$ cat src/assert_macros.svh
// Assertion helper macros, compiled out for synthesis
`ifndef ASSERT_MACROS_SVH
`define ASSERT_MACROS_SVH
`ifndef SYNTHESIS
`define KTL_ASSERT(label, clk, rst_n, prop, msg) \
  label: assert property (@(posedge clk) disable iff (!rst_n) (prop)) else $error(msg);
`define KTL_ASSERT_NEXT(label, clk, rst_n, pre, post, msg) \
  label: assert property (@(posedge clk) disable iff (!rst_n) (pre) |=> (post)) else $error(msg);
`else
`define KTL_ASSERT(label, clk, rst_n, prop, msg)
`define KTL_ASSERT_NEXT(label, clk, rst_n, pre, post, msg)
`endif
`endif

$ cat src/ktl_divider.sv
// ----------------------------------------------------------------------------
// ktl_divider
// Restoring divider producing a 17-bit quotient, one bit per cycle.
// ----------------------------------------------------------------------------
`default_nettype none
module ktl_divider #(
  parameter int unsigned W = 24
) (
  input  wire logic         clk_i,
  input  wire logic         rst_ni,
  input  wire logic         start_i,
  input  wire logic [W-1:0] num_i,   // numerator before the <<16
  input  wire logic [W-1:0] den_i,
  output logic              done_o,
  output logic [15:0]       quot_o   // saturated to 16 bits
);
  localparam int unsigned NW = W + 16;
  logic [NW-1:0] num_q, num_d;
  logic [W:0]    rem_q, rem_d;
  logic [W-1:0]  den_q;
  logic [16:0]   quo_q, quo_d;
  logic [5:0]    cnt_q;
  logic          busy_q;
  logic [W:0]    shifted;

  always_comb begin
    shifted = {rem_q[W-1:0], num_q[NW-1]};
    num_d   = num_q << 1;
    if (shifted >= {1'b0, den_q}) begin
      rem_d = shifted - {1'b0, den_q};
      quo_d = {quo_q[15:0], 1'b1};
    end else begin
      rem_d = shifted;
      quo_d = {quo_q[15:0], 1'b0};
    end
  end

  always_ff @(posedge clk_i or negedge rst_ni) begin
    if (!rst_ni) begin
      busy_q <= 1'b0;
      done_o <= 1'b0;
      cnt_q  <= '0;
    end else begin
      done_o <= 1'b0;
      if (start_i) begin
        busy_q <= 1'b1;
        cnt_q  <= 6'(NW);
      end else if (busy_q) begin
        cnt_q <= cnt_q - 6'd1;
        if (cnt_q == 6'd1) begin
          busy_q <= 1'b0;
          done_o <= 1'b1;
        end
      end
    end
  end

  always_ff @(posedge clk_i) begin
    if (start_i) begin
      num_q <= {num_i, 16'd0};
      den_q <= den_i;
      rem_q <= '0;
      quo_q <= '0;
    end else if (busy_q) begin
      num_q <= num_d;
      rem_q <= rem_d;
      quo_q <= quo_d;
    end
  end

  assign quot_o = quo_q[16] ? 16'hFFFF : quo_q[15:0];
endmodule
`default_nettype wire
$ cat config.mk
export PLATFORM = sky130hd
export DESIGN_NAME = ktl_divider
export DESIGN_NICKNAME = d
export VERILOG_FILES = /design/src/assert_macros.svh /design/src/ktl_divider.sv
export SDC_FILE = /design/constraint.sdc
export NUM_CORES = 1
export LEC_CHECK = 0
export BUFFER_PORTS_ARGS = -buffer_cell sky130_fd_sc_hd__buf_2
export CAP_MARGIN = 20
export CORE_MARGIN = 10
export CORE_UTILIZATION = 41
export CTS_CLUSTER_DIAMETER = 80
export DETAILED_ROUTE_END_ITERATION = 10
export GPL_ROUTABILITY_DRIVEN = 0
export PLACE_DENSITY = 0.66
export SLEW_MARGIN = 10
export SYNTH_ARGS = -nofsm -noshare
export SYNTH_HDL_FRONTEND = slang
export SYNTH_SLANG_ARGS = --single-unit
$ cat constraint.sdc
create_clock -name clk_i -period 3.6 [get_ports clk_i]
set_input_delay 0 -clock clk_i [delete_from_list [all_inputs] [get_ports clk_i]]
set_output_delay 0 -clock clk_i [all_outputs]
set_load 0.01 [all_outputs]
==> run_results.csv <==
group,metric,value,unit
outcome,status,"completed",
routing,route.detailed.drc,0,
timing,slew_violations,0,
clock_tree,postCtsResizedCells,0,
floorplan,die_y,134,um
pwr,leakagePower,3.08,nW
placement,dpl_worst_slack,0.410,ns
routing,wirelength,11.4,mm
placement,portBuffers,67,
routing,m1WireLength,5.32,mm
yosys,ys_warn_count,0,
timing,fin_crit,3.23,ns
pwr,ir_drop,362,uV
floorplan,io_pins,68,
routing,dr.pass1.iters,4,
timing,rsz0062_at_grt,"false",
timing,final-hold-violation-count,0,
pwr,power.density,393,nW/um^2
final_layout,area_delta_synth_final,22.9,%
min_path,holdCritPathClass,"in2async",
final_layout,final_cell_mix,"buf_2 (66), nor2_1 (63), dlygate4sd3_1 (49)",
clock_tree,clk_pin_slew,0.07,ns
yosys,synth_cell_type_count,64,
yosys,synth_edf_count,48,
final_layout,diodes,0,
pwr,comb_power_share,13.7,%
pwr,internal_power,0.00192,W
global_route,antenna_found_initial,0,
timing,final.setup.worst_slack,0.373,ns
clock_tree,clockBufferDepth,2,
pwr,swShare,25.4,%
clock_tree,holdBufCountCts,48,
run,cap_violations,0,
timing,setup_viol,0,
floorplan,dieArea,18000,sq um
yosys,synth-main-ff-cell,"edfxtp_1",
yosys,synth_area_leaders,"edfxtp_1 (27%), dfxtp_1 (15%), mux2i_1 (6.4%), ha_1 (6.1%), mux2_2 (4.9%)",
timing,finClkSkew,0.0104,ns
critical_path,critical_path.max_fanout,4,
critical_path,cp_data_arrival_time,3.42,ns
timing,tightestPinTransition,0.965,ns
critical_path,critPathCaptureType,"flop",
global_route,grt_pass1_wl,19.3,mm
yosys,syn_avg_cell_area,10.4,sq um
timing,fmax,310,MHz
pwr,switchingPower,0.000654,W
critical_path,reg2regPathDepth,11,
routing,wl_met2,5.43,mm
global_route,grt_overflow,0,
floorplan,start_util,42.1,%
yosys,async_flop_share,8.25,%
yosys,netlist_area,5330,sq um
timing,tns,0,ns
yosys,synthCells,511,
routing,dr.first_iter.drc_count,159,
routing,avgViaCountPerCell,5.04,
pwr,pwr-share-seq,49.3,%
floorplan,core,12700,sq um
routing,wl_met3,511,um
global_route,grt_pass1_vias,4131,
floorplan,die_w,134,um
global_route,grt_usage,12.9,%
critical_path,rrSetupSlack,0.37,ns
yosys,yosys.area.top_type,"edfxtp_1",
final_layout,drive_gt1_share,22.3,%
pwr,power_frac_clock,36.9,%
routing,top_layer,"met4",
floorplan,row_count,41,
clock_tree,numCtsBuffers,9,
yosys,syn-num-nets,589,
yosys,ys_seq_area_share,46.2,%
critical_path,r2r_start,"num_q[39]",
timing,period_share,89.6,%
clock_tree,cts.root.buffer_cell,"clkbuf_16",
clock_tree,clk_latency,0.35,ns
critical_path,timing.rr.end,"rem_q[20]",
clock_tree,cts_setup_buffers,0,
critical_path,startpoint_type,"flop",
critical_path,crit_required,3.80,ns
clock_tree,htree_num_levels,3,
global_route,grt_start_max_net_pins,71,
critical_path,path_class,"reg2reg",
final_layout,final_common_cell,"buf_2",
routing,ant_nets,0,
routing,post_drt_wl_per_cell,14.4,um
final_layout,num-fill-cells,1140,
final_layout,nets,693,
placement,dpl.hpwl,7.73,mm
clock_tree,clock_sinks,97,
clock_tree,cts_tree,"yes",
routing,vias,3992,
yosys,yosysTopAreaCellShare,27.0,%
timing,slew_headroom,35.6,%
yosys,ys_seq_elements,97,
-- sequential cells by signal (all words and copies together), names as in the netlist --
signal,count
busy_q,1
quo_q,17
rem_q,24
done_o,1
num_q,24
cnt_q,6
den_q,24
-- synth_stat cells, types with 7 or more instances --
cell type  number
a211oi_1       20
a21oi_1        15
clkbuf_1       15
dfrtp_1         8
dfxtp_1        41
edfxtp_1       48
ha_1           26
inv_1          36
mux2_2         23
mux2i_1        34
nand2_1        26
nand3_1         7
nor2_1         63
nor3_1          7
o21ai_0         8
or2_2          16
xnor2_1        13
xor2_1         10
-- how the worst max path moves through the flow --
| stage | start | endpoint | slack (ns) | cells after the start |
|---|---|---|---|---|
| 2_1_floorplan | num_q[39] | rem_q[20] | 0.81 | 11 |
| 3_3_place_gp | num_q[39] | rem_q[20] | 0.48 | 11 |
| 3_5_place_dp | num_q[39] | rem_q[20] | 0.41 | 11 |
| 4_1_cts | num_q[39] | rem_q[20] | 0.38 | 11 |
| 5_1_grt | num_q[39] | rem_q[20] | 0.15 | 11 |
| 6_report | num_q[39] | rem_q[20] | 0.37 | 11 |
-- layer usage --
layer / GRT usage [%] / vias up
li1: - / 2045
met1: 15.7 / 1856
met2: 21.5 / 80
met3: 3.88 / 11
met4: 3.99 / 0
met5: 0 / -
-- cells by family (layout without fill, tap and decap cells) --
group           Yosys count  after routing  synth area share, %
mux                      57             57                 11.2
xor+xnor                 23             23                 3.78
fa+ha+maj                27             27                 6.48
compound gates           92             92                 13.0
simple gates            152            152                 14.0
flops                    97             97                 46.2
buf+inv                  63            172                 5.26
-- per-stage QoR --
stage | instance area, sq um | instances | util, % | total power, W | hold WS [ns]
2_1_floorplan | 5330 | 511 | - | 0.00152 | -0.296
3_3_place_gp | 5770 | 727 | 45.5 | 0.00159 | -0.152
6_report | 6550 | 792 | 51.7 | 0.00257 | 0.0274
3_5_place_dp | 5770 | 727 | 45.5 | 0.00160 | -0.144
5_1_grt | 6550 | 792 | 51.7 | 0.00270 | 0.0236
4_1_cts | 6540 | 791 | 51.6 | 0.00261 | 0.00660
-- final cells by class --
class,count,area [sq um],share of cell area [%]
Inverter,36,135,2.06
Timing Repair Buffer,120,858,13.1
Multi-Input combinational cell,351,2590,39.5
Clock buffer,11,243,3.71
Tap cell,172,215,3.29
Sequential cell,97,2460,37.6
Clock inverter,5,46.3,0.707
-- worst max-delay path, stage by stage, from the launching register on --
cell and delay (ns):
edfxtp_1 0.34, inv_1 0.04, ha_1 0.22, fa_1 0.41, nand2b_1 0.17, a2111oi_0 0.53
o21ai_0 0.22, a22oi_1 0.39, a31oi_1 0.20, or3_1 0.34, nand4b_1 0.12, a311oi_1 0.10
-- power groups by stage --
stage          clock (W)  combinational, W  sequential, W
4_1_cts         0.000985          0.000353        0.00127
5_1_grt          0.00102          0.000396        0.00128
3_5_place_dp           0          0.000312        0.00129
6_report        0.000950          0.000353        0.00127
3_3_place_gp           0          0.000304        0.00129
2_1_floorplan          0          0.000240        0.00128
Note: power is estimated with default switching activity, not from simulation.
